==> src/design/rtbb_pkg.sv <==
`default_nettype none
package rtbb_pkg;

	localparam int MAX_LEAVES_DEF = 32;
	localparam int KEY_BITS_DEF   = 64;

	localparam int IDX_BITS      = 5;
	localparam int REF_BITS      = 6;
	localparam int CNT_BITS      = 6;
	localparam int PFX_BITS      = 8;
	localparam int PRB_BITS      = 9;
	localparam int WORD_BITS     = 32;
	localparam int BOX_WORDS     = 6;
	localparam int BOX_BITS      = BOX_WORDS * WORD_BITS;
	localparam int CODE_IN_BITS  = 64;
	localparam int IN_DATA_BITS  = 288;
	localparam int OUT_DATA_BITS = 216;

	localparam logic [REF_BITS-1:0]  ROOT_REF  = 6'd63;
	localparam logic [WORD_BITS-1:0] SIGN_MASK = 32'h8000_0000;
	localparam logic [WORD_BITS-1:0] MAG_MASK  = 32'h7FFF_FFFF;

	typedef logic signed [PRB_BITS-1:0] prb_t;
	typedef logic signed [PFX_BITS-1:0] pfx_t;

	typedef enum logic [4:0] {
		ST_IDLE,
		ST_INIT,
		ST_LDI,
		ST_DP,
		ST_DN,
		ST_GROW,
		ST_SRCH,
		ST_BASE,
		ST_DNODE,
		ST_SPLIT,
		ST_NODE,
		ST_ULEAF,
		ST_ULOAD,
		ST_UCLIMB,
		ST_UMERGE,
		ST_ERD,
		ST_ELD,
		ST_EOUT
	} state_t;

	typedef struct packed {
		state_t step;
		logic   load;
		logic   fire;
	} cmd_t;

	typedef struct packed {
		logic start_build;
		logic grow_more;
		logic srch_more;
		logic split_more;
		logic node_last;
		logic leaf_end;
		logic leaf_skip;
		logic arrived;
		logic climb_stop;
		logic rec_last;
	} stat_t;

	// ieee order on single bit patterns, signed zeros equal
	function automatic logic ieee_less(input logic [WORD_BITS-1:0] a,
		input logic [WORD_BITS-1:0] b);
		logic [WORD_BITS-1:0] ka;
		logic [WORD_BITS-1:0] kb;
		ka = a[WORD_BITS-1] ? ~a : (a | SIGN_MASK);
		kb = b[WORD_BITS-1] ? ~b : (b | SIGN_MASK);
		if (((a | b) & MAG_MASK) == '0) return 1'b0;
		return ka < kb;
	endfunction

endpackage
`default_nettype wire

==> src/design/rtbb_ctrl.sv <==
`default_nettype none
module rtbb_ctrl (
	input  wire logic            clk,
	input  wire logic            arst_n,
	input  wire logic            in_valid,
	output logic                 in_ready,
	output logic                 out_valid,
	input  wire logic            out_ready,
	input  wire rtbb_pkg::stat_t stat,
	output rtbb_pkg::cmd_t       cmd
);
	rtbb_pkg::state_t state_q;
	rtbb_pkg::state_t state_nxt;

	// state register
	always_ff @(posedge clk or negedge arst_n) begin
		if (!arst_n) begin
			state_q <= rtbb_pkg::ST_IDLE;
		end else begin
			state_q <= state_nxt;
		end
	end

	// sequencing of load, build, upsweep and emit
	always_comb begin
		in_ready  = (state_q == rtbb_pkg::ST_IDLE);
		out_valid = (state_q == rtbb_pkg::ST_EOUT);
		cmd.step  = state_q;
		cmd.load  = in_valid && in_ready;
		cmd.fire  = out_valid && out_ready;
		state_nxt = state_q;
		case (state_q)
			rtbb_pkg::ST_IDLE: begin
				if (cmd.load && stat.start_build) state_nxt = rtbb_pkg::ST_INIT;
			end
			rtbb_pkg::ST_INIT:  state_nxt = rtbb_pkg::ST_LDI;
			rtbb_pkg::ST_LDI:   state_nxt = rtbb_pkg::ST_DP;
			rtbb_pkg::ST_DP:    state_nxt = rtbb_pkg::ST_DN;
			rtbb_pkg::ST_DN:    state_nxt = rtbb_pkg::ST_GROW;
			rtbb_pkg::ST_GROW: begin
				if (!stat.grow_more) state_nxt = rtbb_pkg::ST_SRCH;
			end
			rtbb_pkg::ST_SRCH: begin
				if (!stat.srch_more) state_nxt = rtbb_pkg::ST_BASE;
			end
			rtbb_pkg::ST_BASE:  state_nxt = rtbb_pkg::ST_DNODE;
			rtbb_pkg::ST_DNODE: state_nxt = rtbb_pkg::ST_SPLIT;
			rtbb_pkg::ST_SPLIT: begin
				if (!stat.split_more) state_nxt = rtbb_pkg::ST_NODE;
			end
			rtbb_pkg::ST_NODE: begin
				state_nxt = stat.node_last ? rtbb_pkg::ST_ULEAF : rtbb_pkg::ST_LDI;
			end
			rtbb_pkg::ST_ULEAF: begin
				if (stat.leaf_end) state_nxt = rtbb_pkg::ST_ERD;
				else if (!stat.leaf_skip) state_nxt = rtbb_pkg::ST_ULOAD;
			end
			rtbb_pkg::ST_ULOAD: state_nxt = rtbb_pkg::ST_UCLIMB;
			rtbb_pkg::ST_UCLIMB: begin
				state_nxt = stat.arrived ? rtbb_pkg::ST_UMERGE : rtbb_pkg::ST_ULEAF;
			end
			rtbb_pkg::ST_UMERGE: begin
				state_nxt = stat.climb_stop ? rtbb_pkg::ST_ULEAF : rtbb_pkg::ST_UCLIMB;
			end
			rtbb_pkg::ST_ERD:   state_nxt = rtbb_pkg::ST_ELD;
			rtbb_pkg::ST_ELD:   state_nxt = rtbb_pkg::ST_EOUT;
			rtbb_pkg::ST_EOUT: begin
				if (cmd.fire) state_nxt = stat.rec_last ? rtbb_pkg::ST_IDLE : rtbb_pkg::ST_ERD;
			end
			default: state_nxt = rtbb_pkg::ST_IDLE;
		endcase
	end
endmodule
`default_nettype wire

==> config.mk <==
export PLATFORM = sky130hd
export DESIGN_NAME = rtbb_ctrl
export DESIGN_NICKNAME = d
export VERILOG_FILES = /design/src/design/rtbb_pkg.sv /design/src/design/rtbb_ctrl.sv
export SDC_FILE = /design/constraint.sdc
export NUM_CORES = 1
export LEC_CHECK = 0
export ABC_AREA = 1
export ABC_CLOCK_PERIOD_IN_PS = 1950
export BUFFER_PORTS_ARGS = -buffer_cell sky130_fd_sc_hd__clkbuf_2
export CORE_AREA = 2 2 39 41
export DETAILED_ROUTE_END_ITERATION = 16
export DIE_AREA = 0 0 41 43
export PLACE_DENSITY_LB_ADDON = 0.05
export SLEW_MARGIN = 25
export SYNTH_ARGS = -nofsm -noshare
export SYNTH_HDL_FRONTEND = slang
export SYNTH_SLANG_ARGS = --single-unit
==> constraint.sdc <==
create_clock -name clk -period 1.95 [get_ports clk]
set_input_delay 0.0975 -clock clk [delete_from_list [all_inputs] [get_ports clk]]
set_output_delay 0.0975 -clock clk [all_outputs]
set_load 0.01 [all_outputs]
==> impl_metrics.sql <==
INSERT INTO impl_metrics (metric_group, metric, value, unit) VALUES
('run_status', 'run_status', 'finished, final reports clean', ''),
('final_layout', 'fillers', '159', ''),
('setup_path', 'cp_max_fo', '8', ''),
('clock_network', 'htree_num_levels', '1', ''),
('place', 'port_buffers', '22', ''),
('global_route', 'grt_pass1_wl', '2720', 'µm'),
('flow_run', 'max_cap_viol_count', '0', ''),
('synth', 'synth.largest_area_cell', 'sky130_fd_sc_hd__nand2_1', ''),
('pwr', 'share_seq_of_total_power', '23.6', '%'),
('detailed_routing', 'detail_route.drc_violations', '0', ''),
('synth', 'post-synth-top-area-fraction', '25.3', '%'),
('detailed_routing', 'vias_per_cell', '4.98', ''),
('final_layout', 'nNetsFinal', '162', ''),
('synth', 'synth_top_cells_by_area', 'sky130_fd_sc_hd__nand2_1, sky130_fd_sc_hd__dfrtp_1, sky130_fd_sc_hd__inv_1', ''),
('timing', 'rsz0062_at_grt', 'no', ''),
('final_layout', 'top_regs', 'state_q (5)', ''),
('clock_network', 'tritoncts_buffer_count', '3', ''),
('die', 'number_of_placement_rows', '14', ''),
('final_layout', 'largest_reg_flops', '5', ''),
('detailed_routing', 'postRouteAntennaNets', '0', ''),
('final_layout', 'reg_with_most_ffs', 'state_q', ''),
('detailed_routing', 'wire_per_inst', '10.3', 'µm'),
('pwr', 'p_leak', '0.539', 'nW'),
('synth', 'synthesis.instances', '121', ''),
('place', 'gp_routability_congestion', '0.834', ''),
('detailed_routing', 'vias', '811', ''),
('timing', 'drv_slew', '0', ''),
('final_layout', 'diodes', '0', ''),
('synth', 'synth_area_per_cell', '5.26', 'µm²'),
('synth', 'synthDistinctLibCells', '14', ''),
('global_route', 'largest_net_degree_at_the_start_of_global_routing', '12', ''),
('place', 'place_area', '756', 'µm²'),
('setup_path', 'worstSetupEndpointType', 'primary output', ''),
('die', 'chipWidth', '41', 'µm'),
('timing', 'post_layout_minimum_cycle_time', '1470', 'ps'),
('detailed_routing', 'drt_wl_total', '1670', 'µm'),
('synth', 'mappedNetlistArea', '637', 'µm²'),
('timing', 'post-route-period-util', '75.5', '%'),
('final_layout', 'final_design_area_no_fill', '792', 'µm²'),
('pwr', 'netSwitchingFraction', '55.1', '%'),
('min_path', 'min-delay-path-class', 'in -> reg', ''),
('timing', 'actual_slew_at_the_worst_max_slew_pin', '436', 'ps'),
('synth', 'synth_sequential_area_ratio', '19.6', '%'),
('timing', 'setup_viol', '0', ''),
('die', 'fp.dieH', '43', 'µm'),
('final_layout', 'areaGrowthSynthToFinish', '24.4', '%'),
('pwr', 'switchingPower', '0.534', 'mW'),
('setup_path', 'cp_data_required_time', '1850', 'ps'),
('die', 'design.core.area', '1380', 'µm²'),
('setup_path', 'cp.arrival', '1370', 'ps'),
('clock_network', 'cts.path.max_buffers', '2', ''),
('clock_network', 'worst_skew_pair.late_latency', '230', 'ps'),
('global_route', 'grt.total_usage', '22.0', '%'),
('final_layout', 'drive_above_1_share', '24.5', '%'),
('pwr', 'cell_internal_pwr', '0.435', 'mW'),
('clock_network', 'clk_pin_slew', '40', 'ps'),
('die', 'io-pin-count', '23', ''),
('pwr', 'p_comb_share', '64.4', '%'),
('synth', 'yosysWarnings', '0', ''),
('die', 'start_util', '46.0', '%'),
('setup_path', 'critical_path.startpoint_type', 'register', ''),
('pwr', 'max-vdd-ir-drop', '0.621', 'mV'),
('synth', 'ys_seq_elements', '5', ''),
('synth', 'postSynthNetCount', '135', ''),
('timing', 'fin_setup_tns', '0', 'ps'),
('die', 'design.die.area', '1760', 'µm²'),
('clock_network', 'tritoncts', 'done', ''),
('clock_network', 'cts_resized', '0', ''),
('detailed_routing', 'firstDrtPassIters', '5', ''),
('final_layout', 'commonest_non_fill_non_tap_cell_in_the_layout', 'sky130_fd_sc_hd__nand2_1', ''),
('detailed_routing', 'initialDrtViolationCount', '36', '');
## logic make-up (layout without fill, tap and decap cells)
logic type	after synthesis	after routing	synth area share (%)
AND/OR/NAND/NOR	86	86	60.9
buffers and inverters	27	53	17.1
flip-flops	5	5	19.6
AO/OA/AOI/OAI	3	3	2.36
## Yosys cell counts (all sizes together)
library cell	instances
nor2	24
nor3	1
nand2	44
nand3	13
buf	1
nand4	4
inv	26
o21ai	3
dfrtp	5
## stage by stage
step	setup WS, ps	total power, mW	std cells	utilization (%)
5_1_grt	324	1.08	163	57.2
2_1_floorplan	693	0.669	121	-
6_report	479	0.969	163	57.2
3_5_place_dp	511	0.849	158	54.6
3_3_place_gp	476	0.850	158	54.6
4_1_cts	468	0.975	163	57.2
## cell type report
class                      count  area (µm²)  area share (%)
clock buffer                   4        26.3            3.32
inverter                      26        97.6            12.3
multi-input combinational     89         403            50.9
sequential                     5         125            15.8
tap                           16        20.0            2.53
timing repair buffer          23         120            15.2
## routing by layer
| metal | vias to the layer above | GRT usage, % | wire, µm |
|---|---|---|---|
| met5 | - | 0 | 0 |
| met4 | 0 | 0 | 12 |
| met3 | 6 | 4.71 | 127 |
| met2 | 42 | 36.6 | 795 |
| met1 | 344 | 30.3 | 737 |
| li1 | 419 | - | - |
## what timing repair did
item / CTS / global route
hold buffers: 1 / 0
buffers inserted: 0 / 0
hold endpoints to repair: 5 / 0
## path summary, 6_finish.rpt
check	from	slack, ps	cells past startpoint	end
max in group asynchronous	arst_n	1600	2	state_q[2]
min in group asynchronous	arst_n	210	2	state_q[4]
worst max-delay path	state_q[1]	480	6	cmd[0]
worst min register to register	state_q[0]	650	2	state_q[0]
worst max register to register	state_q[4]	490	8	state_q[1]
worst min-delay path	stat[6]	200	5	state_q[3]
## worst max-delay path: stages, from the launching register on
cell and delay, ps:
sky130_fd_sc_hd__dfrtp_1 470, sky130_fd_sc_hd__inv_2 100, sky130_fd_sc_hd__nand2_1 90, sky130_fd_sc_hd__nor3_1 150
sky130_fd_sc_hd__nand2_1 90, sky130_fd_sc_hd__nor2_1 100, sky130_fd_sc_hd__clkbuf_2 140
## power by group through the flow
stage	Clock, mW	Sequential, mW	Combinational (mW)
after CTS	0.121	0.226	0.628
final	0.117	0.228	0.624
after global placement	0	0.225	0.624
after detailed placement	0	0.228	0.621
after global routing	0.126	0.235	0.719
after floorplan	0	0.226	0.444
Note: power is estimated with default switching activity, not from simulation.
